<file path="src/design/bta_pkg.sv">
// Package for the buddy tree allocator: payload structs, item classes,
// status codes and the back-end sequencer states. No dependencies.
package bta_pkg;

   // Widest node index and order field, for the largest supported tree.
   localparam int NODE_IDX_BITS = 11;
   localparam int ORDER_BITS    = 4;

   localparam logic [1:0] STATUS_OK       = 2'd0;
   localparam logic [1:0] STATUS_TOO_BIG  = 2'd1;
   localparam logic [1:0] STATUS_NO_BLOCK = 2'd2;

   typedef enum logic [1:0] {
      KIND_ALLOC,
      KIND_TOO_BIG,
      KIND_FREE,
      KIND_SKIP
   } item_kind_type;

   typedef struct packed {
      logic        action;
      logic [15:0] request_bytes;
      logic [4:0]  free_leaf;
   } req_payload_type;

   typedef struct packed {
      logic [1:0]  status;
      logic [4:0]  granted_leaf;
      logic [2:0]  granted_order;
      logic [31:0] alloc_total;
      logic [31:0] free_total;
   } rsp_payload_type;

   typedef struct packed {
      item_kind_type              kind;
      logic [ORDER_BITS-1:0]      order;
      logic [NODE_IDX_BITS-1:0]   node;
   } work_item_type;

   typedef enum logic [3:0] {
      ST_CLEAR,
      ST_IDLE,
      ST_A_READ,
      ST_A_NODE,
      ST_A_LEFT,
      ST_A_RIGHT,
      ST_A_BACK,
      ST_A_UP,
      ST_F_READ,
      ST_F_CHECK,
      ST_F_CLEAR,
      ST_F_SIB,
      ST_F_SIBCHK
   } back_state_type;

endpackage

</file>
<file path="src/design/bta_interfaces.sv">
// Valid/ready channel interfaces for requests and responses.
// Depends on bta_pkg for the payload structs.
interface bta_req_if;
   logic                     valid;
   logic                     ready;
   bta_pkg::req_payload_type payload;
   modport source (output valid, output payload, input ready);
   modport sink (input valid, input payload, output ready);
endinterface

interface bta_rsp_if;
   logic                     valid;
   logic                     ready;
   bta_pkg::rsp_payload_type payload;
   modport source (output valid, output payload, input ready);
   modport sink (input valid, input payload, output ready);
endinterface

</file>
<file path="src/design/bta_front.sv">
// Front end: accepts requests, rounds sizes to an order and finds the
// starting node of a free. Depends on bta_pkg and bta_req_if.
module bta_front #(
   parameter int ORDERS      = 5,
   parameter int BLOCK_BYTES = 64
) (
   bta_req_if.sink                 req,
   output logic                    push_valid,
   input  logic                    push_ready,
   output bta_pkg::work_item_type  push_item
);
   localparam int NW = ORDERS + 1;

   logic [bta_pkg::ORDER_BITS-1:0] order;
   logic                           fits;
   logic [ORDERS-1:0]              leaf;
   logic [bta_pkg::ORDER_BITS-1:0] tz;
   logic [NW-1:0]                  span_base;
   logic [NW-1:0]                  start_node;
   logic                           beyond;

   // Smallest order whose block holds the request; none if too large.
   always_comb begin
      order = '0;
      fits  = 1'b0;
      for (int o = ORDERS; o >= 0; o--) begin
         if (32'(req.payload.request_bytes) <= (32'(BLOCK_BYTES) << o)) begin
            order = bta_pkg::ORDER_BITS'(o);
            fits  = 1'b1;
         end
      end
   end

   // The shallowest node starting at a leaf sits at the order of the
   // offset's lowest set bit.
   always_comb begin
      leaf   = ORDERS'(req.payload.free_leaf);
      beyond = 32'(req.payload.free_leaf) >= (32'(1) << ORDERS);
      tz     = '0;
      for (int i = ORDERS - 1; i >= 0; i--) begin
         if (leaf[i]) begin
            tz = bta_pkg::ORDER_BITS'(i);
         end
      end
      span_base = (NW'(1) << (ORDERS - 32'(tz))) - NW'(1);
      if (leaf == '0) begin
         start_node = '0;
      end else begin
         start_node = span_base + NW'(leaf >> tz);
      end
   end

   always_comb begin
      push_item.order = order;
      push_item.node  = bta_pkg::NODE_IDX_BITS'(start_node);
      if (req.payload.action == 1'b0) begin
         push_item.kind = fits ? bta_pkg::KIND_ALLOC : bta_pkg::KIND_TOO_BIG;
      end else begin
         push_item.kind = beyond ? bta_pkg::KIND_SKIP : bta_pkg::KIND_FREE;
      end
   end

   assign push_valid = req.valid;
   assign req.ready  = push_ready;

endmodule

</file>
<file path="src/design/bta_queue.sv">
// Two-entry queue of classified work items between front and back.
// Depends on bta_pkg.
module bta_queue (
   input  logic                    clock,
   input  logic                    reset,
   input  logic                    push_valid,
   output logic                    push_ready,
   input  bta_pkg::work_item_type  push_item,
   output logic                    pop_valid,
   input  logic                    pop_ready,
   output bta_pkg::work_item_type  pop_item
);
   bta_pkg::work_item_type entry_ff [2];
   logic       wr_ptr_ff, wr_ptr_in;
   logic       rd_ptr_ff, rd_ptr_in;
   logic [1:0] count_ff, count_in;
   logic       do_push, do_pop;

   assign push_ready = count_ff != 2'd2;
   assign pop_valid  = count_ff != 2'd0;
   assign pop_item   = entry_ff[rd_ptr_ff];
   assign do_push    = push_valid && push_ready;
   assign do_pop     = pop_valid && pop_ready;

   always_comb begin
      wr_ptr_in = wr_ptr_ff ^ do_push;
      rd_ptr_in = rd_ptr_ff ^ do_pop;
      count_in  = count_ff + 2'(do_push) - 2'(do_pop);
   end

   always_ff @(posedge clock) begin
      if (reset) begin
         wr_ptr_ff <= 1'b0;
         rd_ptr_ff <= 1'b0;
         count_ff  <= 2'd0;
      end else begin
         wr_ptr_ff <= wr_ptr_in;
         rd_ptr_ff <= rd_ptr_in;
         count_ff  <= count_in;
      end
   end

   always_ff @(posedge clock) begin
      if (do_push) begin
         entry_ff[wr_ptr_ff] <= push_item;
      end
   end

endmodule

</file>
<file path="src/design/bta_back.sv">
// Back end: walks the mark tree in a memory with one read and one write port to
// allocate and free blocks, keeps the counters and holds the response. Depends on bta_pkg.
module bta_back #(
   parameter int ORDERS = 5
) (
   input  logic                    clock,
   input  logic                    reset,
   input  logic                    pop_valid,
   output logic                    pop_ready,
   input  bta_pkg::work_item_type  pop_item,
   bta_rsp_if.source               rsp
);
   localparam int NODES = (2 << ORDERS) - 1;
   localparam int NW    = ORDERS + 1;
   localparam int LW    = ORDERS;
   localparam int OW    = $clog2(ORDERS + 1);
   localparam logic [NW-1:0] LEAF_BASE = NW'((1 << ORDERS) - 1);

   bta_pkg::back_state_type state_ff, state_in;
   logic [NW-1:0] node_ff, node_in;
   logic [OW-1:0] cur_ff, cur_in;
   logic [OW-1:0] want_ff, want_in;
   logic [LW-1:0] lo_ff, lo_in;
   logic          mnode_ff, mnode_in;
   logic          mleft_ff, mleft_in;
   logic [NW-1:0] clr_ff, clr_in;
   logic [31:0]   alloc_ff, alloc_in;
   logic [31:0]   free_ff, free_in;
   logic          out_valid_ff, out_valid_in;
   bta_pkg::rsp_payload_type out_ff, out_in;

   logic          marks_mem [NODES];
   logic          rd_data_ff;
   logic [NW-1:0] rd_addr, wr_addr;
   logic          wr_en, wr_data;

   logic          slot_free, is_root, at_want, pruned, internal, out_load;
   logic [NW-1:0] left, right, parent, sib;
   logic [LW-1:0] step;

   assign slot_free = !out_valid_ff || rsp.ready;
   assign is_root   = node_ff == '0;
   assign at_want   = cur_ff == want_ff;
   assign pruned    = mnode_ff && !mleft_ff && !rd_data_ff;
   assign internal  = node_ff < LEAF_BASE;
   assign left      = NW'({node_ff, 1'b1});
   assign right     = left + NW'(1);
   assign parent    = (node_ff - NW'(1)) >> 1;
   assign sib       = node_ff[0] ? node_ff + NW'(1) : node_ff - NW'(1);
   assign step      = LW'(1) << cur_ff;
   assign pop_ready = state_ff == bta_pkg::ST_IDLE && slot_free;

   always_comb begin
      state_in = state_ff;
      case (state_ff)
         bta_pkg::ST_CLEAR: begin
            if (clr_ff == NW'(NODES - 1)) state_in = bta_pkg::ST_IDLE;
         end
         bta_pkg::ST_IDLE: begin
            if (pop_valid && slot_free) begin
               if (pop_item.kind == bta_pkg::KIND_ALLOC) begin
                  state_in = bta_pkg::ST_A_READ;
               end else if (pop_item.kind == bta_pkg::KIND_FREE) begin
                  state_in = bta_pkg::ST_F_READ;
               end
            end
         end
         bta_pkg::ST_A_READ: state_in = bta_pkg::ST_A_NODE;
         bta_pkg::ST_A_NODE: begin
            if (at_want) begin
               state_in = rd_data_ff ? bta_pkg::ST_A_BACK : bta_pkg::ST_A_UP;
            end else begin
               state_in = bta_pkg::ST_A_LEFT;
            end
         end
         bta_pkg::ST_A_LEFT: state_in = bta_pkg::ST_A_RIGHT;
         bta_pkg::ST_A_RIGHT: begin
            state_in = pruned ? bta_pkg::ST_A_BACK : bta_pkg::ST_A_READ;
         end
         bta_pkg::ST_A_BACK: begin
            if (is_root) begin
               state_in = bta_pkg::ST_IDLE;
            end else if (node_ff[0]) begin
               state_in = bta_pkg::ST_A_READ;
            end
         end
         bta_pkg::ST_A_UP: begin
            if (is_root) state_in = bta_pkg::ST_IDLE;
         end
         bta_pkg::ST_F_READ: begin
            state_in = internal ? bta_pkg::ST_F_CHECK : bta_pkg::ST_F_CLEAR;
         end
         bta_pkg::ST_F_CHECK: begin
            state_in = rd_data_ff ? bta_pkg::ST_F_READ : bta_pkg::ST_F_CLEAR;
         end
         bta_pkg::ST_F_CLEAR: state_in = bta_pkg::ST_F_SIB;
         bta_pkg::ST_F_SIB: begin
            state_in = is_root ? bta_pkg::ST_IDLE : bta_pkg::ST_F_SIBCHK;
         end
         bta_pkg::ST_F_SIBCHK: begin
            state_in = rd_data_ff ? bta_pkg::ST_IDLE : bta_pkg::ST_F_SIB;
         end
         default: state_in = bta_pkg::ST_IDLE;
      endcase
   end

   always_comb begin
      node_in  = node_ff;
      cur_in   = cur_ff;
      want_in  = want_ff;
      lo_in    = lo_ff;
      mnode_in = mnode_ff;
      mleft_in = mleft_ff;
      clr_in   = clr_ff;
      alloc_in = alloc_ff;
      free_in  = free_ff;
      rd_addr  = node_ff;
      wr_en    = 1'b0;
      wr_addr  = node_ff;
      wr_data  = 1'b0;
      out_load = 1'b0;
      out_in.status        = bta_pkg::STATUS_OK;
      out_in.granted_leaf  = '0;
      out_in.granted_order = '0;
      case (state_ff)
         bta_pkg::ST_CLEAR: begin
            wr_en   = 1'b1;
            wr_addr = clr_ff;
            clr_in  = clr_ff + NW'(1);
         end
         bta_pkg::ST_IDLE: begin
            node_in = NW'(pop_item.node);
            cur_in  = OW'(ORDERS);
            want_in = OW'(pop_item.order);
            lo_in   = '0;
            if (pop_valid && slot_free) begin
               if (pop_item.kind == bta_pkg::KIND_TOO_BIG) begin
                  out_load      = 1'b1;
                  out_in.status = bta_pkg::STATUS_TOO_BIG;
               end else if (pop_item.kind == bta_pkg::KIND_SKIP) begin
                  out_load = 1'b1;
               end
            end
            if (pop_item.kind == bta_pkg::KIND_ALLOC) node_in = '0;
         end
         bta_pkg::ST_A_READ: rd_addr = node_ff;
         bta_pkg::ST_A_NODE: begin
            mnode_in = rd_data_ff;
            rd_addr  = left;
            if (at_want && !rd_data_ff) begin
               wr_en   = 1'b1;
               wr_data = 1'b1;
            end
         end
         bta_pkg::ST_A_LEFT: begin
            mleft_in = rd_data_ff;
            rd_addr  = right;
         end
         bta_pkg::ST_A_RIGHT: begin
            if (!pruned) begin
               node_in = left;
               cur_in  = cur_ff - OW'(1);
            end
         end
         bta_pkg::ST_A_BACK: begin
            // Leaving a failed subtree: try the right sibling, or climb; at the root report no block.
            if (is_root) begin
               out_load      = 1'b1;
               out_in.status = bta_pkg::STATUS_NO_BLOCK;
            end else if (node_ff[0]) begin
               node_in = node_ff + NW'(1);
               lo_in   = lo_ff + step;
            end else begin
               node_in = parent;
               lo_in   = lo_ff - step;
               cur_in  = cur_ff + OW'(1);
            end
         end
         bta_pkg::ST_A_UP: begin
            if (is_root) begin
               out_load             = 1'b1;
               alloc_in             = alloc_ff + 32'd1;
               out_in.granted_leaf  = 5'(lo_ff);
               out_in.granted_order = 3'(want_ff);
            end else begin
               node_in = parent;
               wr_en   = 1'b1;
               wr_addr = parent;
               wr_data = 1'b1;
            end
         end
         bta_pkg::ST_F_READ: rd_addr = left;
         bta_pkg::ST_F_CHECK: begin
            if (rd_data_ff) node_in = left;
         end
         bta_pkg::ST_F_CLEAR: wr_en = 1'b1;
         bta_pkg::ST_F_SIB: begin
            rd_addr = sib;
            if (is_root) begin
               out_load = 1'b1;
               free_in  = free_ff + 32'd1;
            end
         end
         bta_pkg::ST_F_SIBCHK: begin
            if (rd_data_ff) begin
               out_load = 1'b1;
               free_in  = free_ff + 32'd1;
            end else begin
               node_in = parent;
               wr_en   = 1'b1;
               wr_addr = parent;
            end
         end
         default: begin
         end
      endcase
      out_in.alloc_total = alloc_in;
      out_in.free_total  = free_in;
      out_valid_in = out_load ? 1'b1 : (rsp.ready ? 1'b0 : out_valid_ff);
   end

   always_ff @(posedge clock) begin
      if (reset) begin
         state_ff     <= bta_pkg::ST_CLEAR;
         clr_ff       <= '0;
         alloc_ff     <= '0;
         free_ff      <= '0;
         out_valid_ff <= 1'b0;
      end else begin
         state_ff     <= state_in;
         clr_ff       <= clr_in;
         alloc_ff     <= alloc_in;
         free_ff      <= free_in;
         out_valid_ff <= out_valid_in;
      end
   end

   always_ff @(posedge clock) begin
      node_ff  <= node_in;
      cur_ff   <= cur_in;
      want_ff  <= want_in;
      lo_ff    <= lo_in;
      mnode_ff <= mnode_in;
      mleft_ff <= mleft_in;
      if (out_load) out_ff <= out_in;
   end

   always_ff @(posedge clock) begin
      if (wr_en) marks_mem[wr_addr] <= wr_data;
      rd_data_ff <= marks_mem[rd_addr];
   end

   assign rsp.valid   = out_valid_ff;
   assign rsp.payload = out_ff;

endmodule

</file>
<file path="src/design/buddy_tree_allocator_core.sv">
// Top level of the buddy tree allocator: front end, work queue, back end.
// Depends on bta_pkg, bta_interfaces, bta_front, bta_queue and bta_back.
//
//   channel  direction  handshake      payload
//   req_bus  in         valid / ready  action, request_bytes, free_leaf
//   rsp_bus  out        valid / ready  status, granted_leaf, granted_order,
//                                      alloc_total, free_total
//
// Every request is popped by the back end in its idle state. An allocation then descends
// through the tree, reading each node and both of its children, checks the node at the
// wanted order, and after a failure steps to a sibling or parent. It finishes with a
// marking climb to the root. A free walks the left chain down to the node to clear, clears
// it and then climbs, clearing each parent while the sibling is also clear. The walks are
// sequenced around the single read port of the mark memory. After reset a clearing pass
// writes every node before the first request is served. A new request starts only when
// the response register is empty or being taken; the two-entry queue keeps accepting
// meanwhile until it is full.
module buddy_tree_allocator_core #(
   parameter int ORDERS      = 5,
   parameter int BLOCK_BYTES = 64
) (
   input logic        clock,
   input logic        reset,
   bta_req_if.sink    req_bus,
   bta_rsp_if.source  rsp_bus
);
   logic                   push_valid, push_ready;
   logic                   pop_valid, pop_ready;
   bta_pkg::work_item_type push_item, pop_item;

   bta_front #(
      .ORDERS      (ORDERS),
      .BLOCK_BYTES (BLOCK_BYTES)
   ) u_front (
      .req        (req_bus),
      .push_valid (push_valid),
      .push_ready (push_ready),
      .push_item  (push_item)
   );

   bta_queue u_queue (
      .clock      (clock),
      .reset      (reset),
      .push_valid (push_valid),
      .push_ready (push_ready),
      .push_item  (push_item),
      .pop_valid  (pop_valid),
      .pop_ready  (pop_ready),
      .pop_item   (pop_item)
   );

   bta_back #(
      .ORDERS (ORDERS)
   ) u_back (
      .clock     (clock),
      .reset     (reset),
      .pop_valid (pop_valid),
      .pop_ready (pop_ready),
      .pop_item  (pop_item),
      .rsp       (rsp_bus)
   );

endmodule
</file>
<file path="src/flat_wrapper.sv">
// flat-port wrapper written by rule: the top's interface ports become plain ports
module buddy_tree_allocator_core_flat 
#(
   parameter int ORDERS      = 5,
   parameter int BLOCK_BYTES = 64
)
  (clock, reset, req_bus_valid, req_bus_payload, req_bus_ready, rsp_bus_valid, rsp_bus_payload, rsp_bus_ready);
  bta_req_if req_bus_i ();
  bta_rsp_if rsp_bus_i ();
  input logic clock;
  input logic reset;
  input wire logic [$bits(req_bus_i.valid)-1:0] req_bus_valid;
  input wire logic [$bits(req_bus_i.payload)-1:0] req_bus_payload;
  output wire logic [$bits(req_bus_i.ready)-1:0] req_bus_ready;
  output wire logic [$bits(rsp_bus_i.valid)-1:0] rsp_bus_valid;
  output wire logic [$bits(rsp_bus_i.payload)-1:0] rsp_bus_payload;
  input wire logic [$bits(rsp_bus_i.ready)-1:0] rsp_bus_ready;
  assign req_bus_i.valid = req_bus_valid;
  assign req_bus_i.payload = req_bus_payload;
  assign req_bus_ready = req_bus_i.ready;
  assign rsp_bus_valid = rsp_bus_i.valid;
  assign rsp_bus_payload = rsp_bus_i.payload;
  assign rsp_bus_i.ready = rsp_bus_ready;
  buddy_tree_allocator_core #(.ORDERS(ORDERS), .BLOCK_BYTES(BLOCK_BYTES)) u_core (.clock(clock), .reset(reset), .req_bus(req_bus_i), .rsp_bus(rsp_bus_i));
endmodule
</file>
<file path="config.mk">
export PLATFORM = sky130hd
export DESIGN_NAME = buddy_tree_allocator_core_flat
export DESIGN_NICKNAME = d
export VERILOG_FILES = /design/src/design/bta_pkg.sv /design/src/design/bta_interfaces.sv /design/src/design/bta_front.sv /design/src/design/bta_queue.sv /design/src/design/bta_back.sv /design/src/design/buddy_tree_allocator_core.sv /design/src/flat_wrapper.sv
export SDC_FILE = /design/constraint.sdc
export NUM_CORES = 1
export LEC_CHECK = 0
export BUFFER_PORTS_ARGS = -buffer_cell sky130_fd_sc_hd__buf_2
export CORE_MARGIN = 5
export CORE_UTILIZATION = 32
export DETAILED_ROUTE_END_ITERATION = 8
export GPL_TIMING_DRIVEN = 1
export SLEW_MARGIN = 20
export SYNTH_ARGS = -nofsm -noshare
export SYNTH_HDL_FRONTEND = slang
export SYNTH_SLANG_ARGS = --single-unit
</file>
<file path="constraint.sdc">
create_clock -name clock -period 4.2 [get_ports clock]
set_input_delay 0.63 -clock clock [delete_from_list [all_inputs] [get_ports clock]]
set_output_delay 0.63 -clock clock [all_outputs]
set_load 0.05 [all_outputs]
</file>
## After elaboration in Yosys (flattened, before gate mapping)

Memories as Yosys holds them, arrays and structs flattened. A register that Yosys moved wholly into a read port is not among the register bits.
Index checks and enable logic that the tools add are counted.

- Register bits: 172
- RAM bits: 87
- Bits of input ports: 26
- Memories: 2

- $add $sub $neg: 15
- Magnitude comparators: 7
- Equal/unequal tests: 27
- Shifts and indexed selects: 3
- Multiplexer cells: 80
- Bitwise gates (word level): 2
- Reductions and logical operators: 28

Memory list:

| name | words | bits a word | read ports | clocked after memory_dff | write ports | line | source |
|---|---|---|---|---|---|---|---|
| u_core.u_back.marks_mem | 63 | 1 | 1 | 1 | 1 | bta_back.sv:32 | `logic marks_mem [NODES];` |
| u_core.u_queue.entry_ff | 2 | 12 | 1 | 1 | 1 | bta_queue.sv:13 | `bta_pkg::work_item_type entry_ff [2];` |

Operator list:

| kind | number |
|---|---|
| $mux 32 | 4 |
| $mux 4 | 17 |
| $add 32x1->32 const B | 2 |
| $pmux 32 s2 | 1 |
| $mux 6 | 9 |
| $pmux 4 s13 | 1 |
| $pmux 6 s3 | 2 |
| $pmux 6 s6 | 1 |
| $shl 1x32->6 const A | 1 |
| $mux 1 | 25 |
| $mux 3 | 7 |
| $eq 4x4->1 const B | 5 |
| $add 6x1->6 const B | 3 |
| $eq 4x3->1 const B | 4 |
| $le 16x10->1 const B | 1 |
| $le 16x11->1 const B | 1 |
| $le 16x12->1 const B | 1 |
| $le 16x7->1 const B | 1 |
| $le 16x8->1 const B | 1 |
| $le 16x9->1 const B | 1 |
| $ne 2x2->1 const B | 7 |
| $mux 2 | 5 |
| $mux 5 | 2 |
| $pmux 5 s2 | 1 |
| 43 further kinds | 59 |

## Depth between registers and ports, before layout

- Word-level depth: 10
- Mapped depth: 16
- Depth with buffers taken out: 15

## Cells and area by module

From an unflattened synthesis, not the netlist that was laid out.

- Cell total of the unflattened synthesis: 1158
- Area total of the unflattened synthesis: 12992.5 um2

Modules (own cells, without submodules):

| module | times used | cells an instance | area each (um2) | sequential area each (um2) |
|---|---|---|---|---|
| bta_back | 1 | 975 | 10840.4 | 6206.0 |
| bta_queue | 1 | 80 | 1458.9 | 1101.1 |
| bta_front | 1 | 103 | 693.2 | 0.0 |

## Worst setup path after synthesis

Ideal clock, no wire load.

- Path kind: reg2reg
- Start: register u_core.u_back.node_ff[0]
- End: register u_core.u_back.out_ff (netlist bit u_core.u_back.rsp.payload[0]), enable pin
- Data arrival time: 3.561 ns
- Path slack: -0.305 ns
- Stages on the path, launching flop included: 9
- Buffers on the path: 2
- Period minus slack after synthesis: 4.505 ns
- Path through: edfxtp_1 -> clkbuf_1 -> clkinv_1 -> ha_1 -> clkbuf_1 -> nor2b_1 -> and2_0 -> nand3_1 -> nand3_1

- Longest elaborated chain between the ends: 3

Ends and longest elaborated chain:

| element | line | source |
|---|---|---|
| start: declaration | bta_back.sv:20 | `logic [NW-1:0] node_ff, node_in;` |
| start signal: assignment | bta_back.sv:239 | `node_ff <= node_in;` |
| $logic_not 6->1 | bta_back.sv:42 | `assign is_root = node_ff == '0;` |
| $mux 1 | bta_back.sv:167, bta_back.sv:180, bta_back.sv:199 |  |
| $pmux 1 s3 | bta_back.sv:125 | `case (state_ff)` |
| via u_core.u_back.out_load | bta_back.sv:37 | `logic slot_free, is_root, at_want, pruned, internal, out_load;` |
| end signal: assignment | bta_back.sv:245 | `if (out_load) out_ff <= out_in;` |
| end: declaration | bta_back.sv:30 | `bta_pkg::rsp_payload_type out_ff, out_in;` |

The timed path passes the listed nets, and every way through them passes these cells.
A chain may end at the register's enable or synchronous reset.

## Worst setup path after layout

- Start: register u_core.u_back.state_ff[2]
- End: register u_core.u_back.alloc_ff[31]

- Longest elaborated chain between the ends: 2

Ends and longest elaborated chain:

| element | line | source |
|---|---|---|
| start: declaration | bta_back.sv:19 | `bta_pkg::back_state_type state_ff, state_in;` |
| start signal: assignment | bta_back.sv:224 | `state_ff <= bta_pkg::ST_CLEAR;` |
| start signal: assignment | bta_back.sv:230 | `state_ff <= state_in;` |
| $eq 4x3->1 | bta_back.sv:125 |  |
| $mux 32 | bta_back.sv:125 |  |
| via u_core.u_back.alloc_in[31] | bta_back.sv:27 | `logic [31:0] alloc_ff, alloc_in;` |
| end signal: assignment | bta_back.sv:232 | `alloc_ff <= alloc_in;` |
| end: declaration | bta_back.sv:27 |  |

The timed path passes the listed nets, and every way through them passes these cells.

==> results.py <==
metrics = {
    "status": {
        "status": "complete, no violations",
    },
    "cts": {
        "ctsHtreeMaxLevel": 1,
        "postCtsSetupBuffers": 0,
        "clk_latency_ns": 0.53,
        "cts_buffers": 27,
        "cts_root_buffer": "clkbuf_16",
        "clockBufferDepth": 3,
        "path_clk_slew_ns": 0.06,
        "cts_tree": "yes",
        "cts_hold_buf": 0,
        "cts_sinks": 258,
        "cts_resized": 0,
    },
    "timing": {
        "setup-tns-final_ns": 0,
        "setup_slack_ns": 0.708,
        "worstMarginPinSlew_ns": 1.02,
        "min_period_ns": 3.49,
        "rsz0062_at_grt": "false",
        "setup_violations": 0,
        "hold_viol": 0,
        "skew_ns": 0.0153,
        "fin_crit_sh": 0.831,
        "slew_violations": 0,
        "relSlewSlack": 0.318,
        "max_freq_mhz": 286,
    },
    "logic_synthesis": {
        "synth-edff-count": 178,
        "ys_seq_area_frac": 0.556,
        "syn_inst": 1135,
        "synth.ff_latch_count": 258,
        "synth_fp_nets": 1190,
        "syn_area_per_cell_sq_um": 11.0,
        "synth_area_sq_um": 12500,
        "synth_ff_type": "edfxtp_1",
        "yosysWarnings": 0,
        "synth_top_cell_by_area": "edfxtp_1",
        "synth.distinct_cells": 83,
        "synth_area_leaders": "edfxtp_1 (43%), dfxtp_1 (13%), nor2_1 (4.6%)",
        "synthArstFlopShare": 0,
        "synth_top_area_frac": 0.427,
    },
    "flow_run": {
        "maxCapViolCount": 0,
    },
    "critical_path": {
        "end_kind": "flop",
        "r2r_setup_slack_ns": 0.71,
        "critPathKind": "reg2reg",
        "startpoint_type": "flop",
        "cp.required_ns": 4.65,
        "worstPathArrival_ns": 3.94,
        "worstPathMaxFanout": 22,
    },
    "route": {
        "drt_iter0_drc": 498,
        "wl_met2_mm": 12.5,
        "routed_wl_mm": 27.0,
        "vias": 8622,
        "drc": 0,
        "met1_length_mm": 12.4,
        "final_antenna_net_count": 0,
        "dr.pass1.iters": 5,
        "topRoutingLayerUsed": "met4",
        "vias_per_cell": 4.84,
        "wl_met3_mm": 1.59,
        "wl_per_cell_um": 15.2,
    },
    "final_layout": {
        "area_growth_pct": 16.4,
        "nets": 1297,
        "final_core_util": 0.376,
        "drive_gt1_frac": 0.164,
        "fin_area_sq_um": 14500,
        "diodes": 0,
    },
    "grt": {
        "grt_start_max_net_pins": 64,
        "grt_util_all_layers": 0.119,
        "overflow": 0,
        "grt_first_pass_wirelength_mm": 43.8,
        "grt_pass1_vias": 8379,
        "antenna_found_initial": 0,
    },
    "power": {
        "p_per_area_nw_per_um2": 421,
        "peakVddDrop_uv": 250,
        "p_leak_nw": 5.12,
    },
    "floorplanning": {
        "fp.dieH_um": 208,
        "start_util": 0.324,
        "core_sq_um": 38600,
        "die_w_um": 208,
        "dieArea_sq_um": 43100,
        "pin_count": 102,
        "num_rows": 72,
    },
    "placed_design": {
        "post-place-ws_ns": 0.741,
        "place_area_sq_um": 13700,
        "gp_congestion": 0.882,
        "dp_hpwl_mm": 18.8,
        "io_buffers": 101,
    },
    "worst_hold_path": {
        "hp-class": "in2reg",
    },
}
[synth_stat cells, drive strengths merged, types with 20 or more instances]
| library cell | number |
|---|---|
| a21oi | 39 |
| buf | 20 |
| clkbuf | 29 |
| dfxtp | 80 |
| edfxtp | 178 |
| ha | 26 |
| inv | 31 |
| mux2i | 43 |
| nand2 | 92 |
| nand3 | 32 |
| nand4 | 22 |
| nor2 | 154 |
| nor2b | 80 |
| o21ai | 29 |
| xnor2 | 58 |
| xor2 | 36 |
[power breakdown]
part	switching [mW]	internal, mW	leakage [nW]	total (mW)
registers	0.0672	2.84	2.07	2.91
clock network	0.978	1.44	0.430	2.42
logic	0.553	0.248	2.62	0.801
total	1.60	4.53	5.12	6.13
[logic make-up (layout without fill, tap and decap cells)]
family | Yosys count | in the layout | synth area share
flip-flops | 258 | 258 | 0.556
buffers and inverters | 82 | 209 | 0.0300
AO/OA/AOI/OAI | 137 | 137 | 0.0713
multiplexers | 60 | 60 | 0.0506
XOR/XNOR | 94 | 94 | 0.0664
AND/OR/NAND/NOR | 474 | 474 | 0.194
adder cells (fa/ha/maj) | 30 | 30 | 0.0316
[path summary, 6_finish.rpt]
kind,startpoint,end,depth (start not counted)
max reg2reg,u_core.u_back.state_ff[2]$_SDFFE_PP0P_,u_core.u_back.alloc_ff[31]$_SDFF_PP0_,10
min reg2reg,u_core.u_back.clr_ff[5]$_SDFFE_PP0N_,u_core.u_back.clr_ff[5]$_SDFFE_PP0N_,2
min,req_bus_payload[21],u_core.u_queue.entry_ff[1][11]$_DFFE_PP_,1
max,u_core.u_back.state_ff[2]$_SDFFE_PP0P_,u_core.u_back.alloc_ff[31]$_SDFF_PP0_,10
[cell type report]
| class | count | area [sq um] |
|---|---|---|
| clock inverters | 17 | 190 |
| clock buffers | 32 | 704 |
| repair buffers | 127 | 713 |
| multi-input cells | 795 | 5220 |
| flip-flops and latches | 258 | 6950 |
| fillers | 3773 | 24100 |
| well taps | 518 | 648 |
| inverters | 33 | 124 |
[per-stage QoR]
| step | instances | total power [mW] | hold slack, ns |
|---|---|---|---|
| 5_1_grt | 1780 | 6.39 | 0.292 |
| 4_1_cts | 1780 | 6.20 | 0.286 |
| 3_5_place_dp | 1731 | 3.77 | 0.500 |
| 2_1_floorplan | 1135 | 3.53 | 0.424 |
| 3_3_place_gp | 1731 | 3.76 | 0.484 |
| 6_report | 1780 | 6.13 | 0.317 |
[cells in the final DEF, fill, tap and decap left out, drive strengths merged, types with 4 or more instances in the layout]
| cell | count |
|---|---|
| and3 | 18 |
| nand2b | 5 |
| a21oi | 39 |
| ha | 26 |
| clkinv | 11 |
| nor2 | 154 |
| o21a | 4 |
| and2 | 17 |
| a21o | 5 |
| and4 | 7 |
| nand3 | 32 |
| clkbuf | 32 |
| xnor2 | 58 |
| or2 | 4 |
| edfxtp | 178 |
| o22ai | 8 |
| o21ai | 29 |
| a211oi | 4 |
| o211ai | 6 |
| o2111ai | 6 |
| mux2i | 43 |
| a31oi | 8 |
| buf | 127 |
| nor2b | 80 |
| nand4b | 4 |
| and2b | 4 |
| nand2 | 92 |
| dfxtp | 80 |
| nor4 | 6 |
| nand4 | 22 |
| or3 | 8 |
| bufinv | 4 |
| nor3 | 12 |
| inv | 32 |
| xor2 | 36 |
| mux2 | 16 |
[sequential cells by signal, indices dropped and copies added, names as in the netlist, 5 cells and up]
register and count:
u_core.u_back.lo_ff 5, u_core.u_back.clr_ff 6, u_core.u_back.rsp.payload 74, u_core.u_back.alloc_ff 32
u_core.u_queue.entry_ff 22, u_core.u_back.free_ff 32, u_core.u_back.marks_mem 63, u_core.u_back.node_ff 6
[worst max-delay path, cell delays in order (launching register included)]
cell and delay (ns):
dfxtp_1 0.83, nand4b_1 0.45, nor4b_4 0.34, buf_4 0.24, and3_1 0.39, nand3_2 0.18, nor2_1 0.28, nand3_2 0.20
nor2_1 0.16, xor2_1 0.20, nor2b_1 0.14
[layer usage]
| metal | global-route usage | up-vias |
|---|---|---|
| li1 | - | 4239 |
| met1 | 0.167 | 4087 |
| met2 | 0.194 | 243 |
| met3 | 0.0198 | 53 |
| met4 | 0.0297 | 0 |
| met5 | 0 | - |
(Power assumes the default switching activity.)
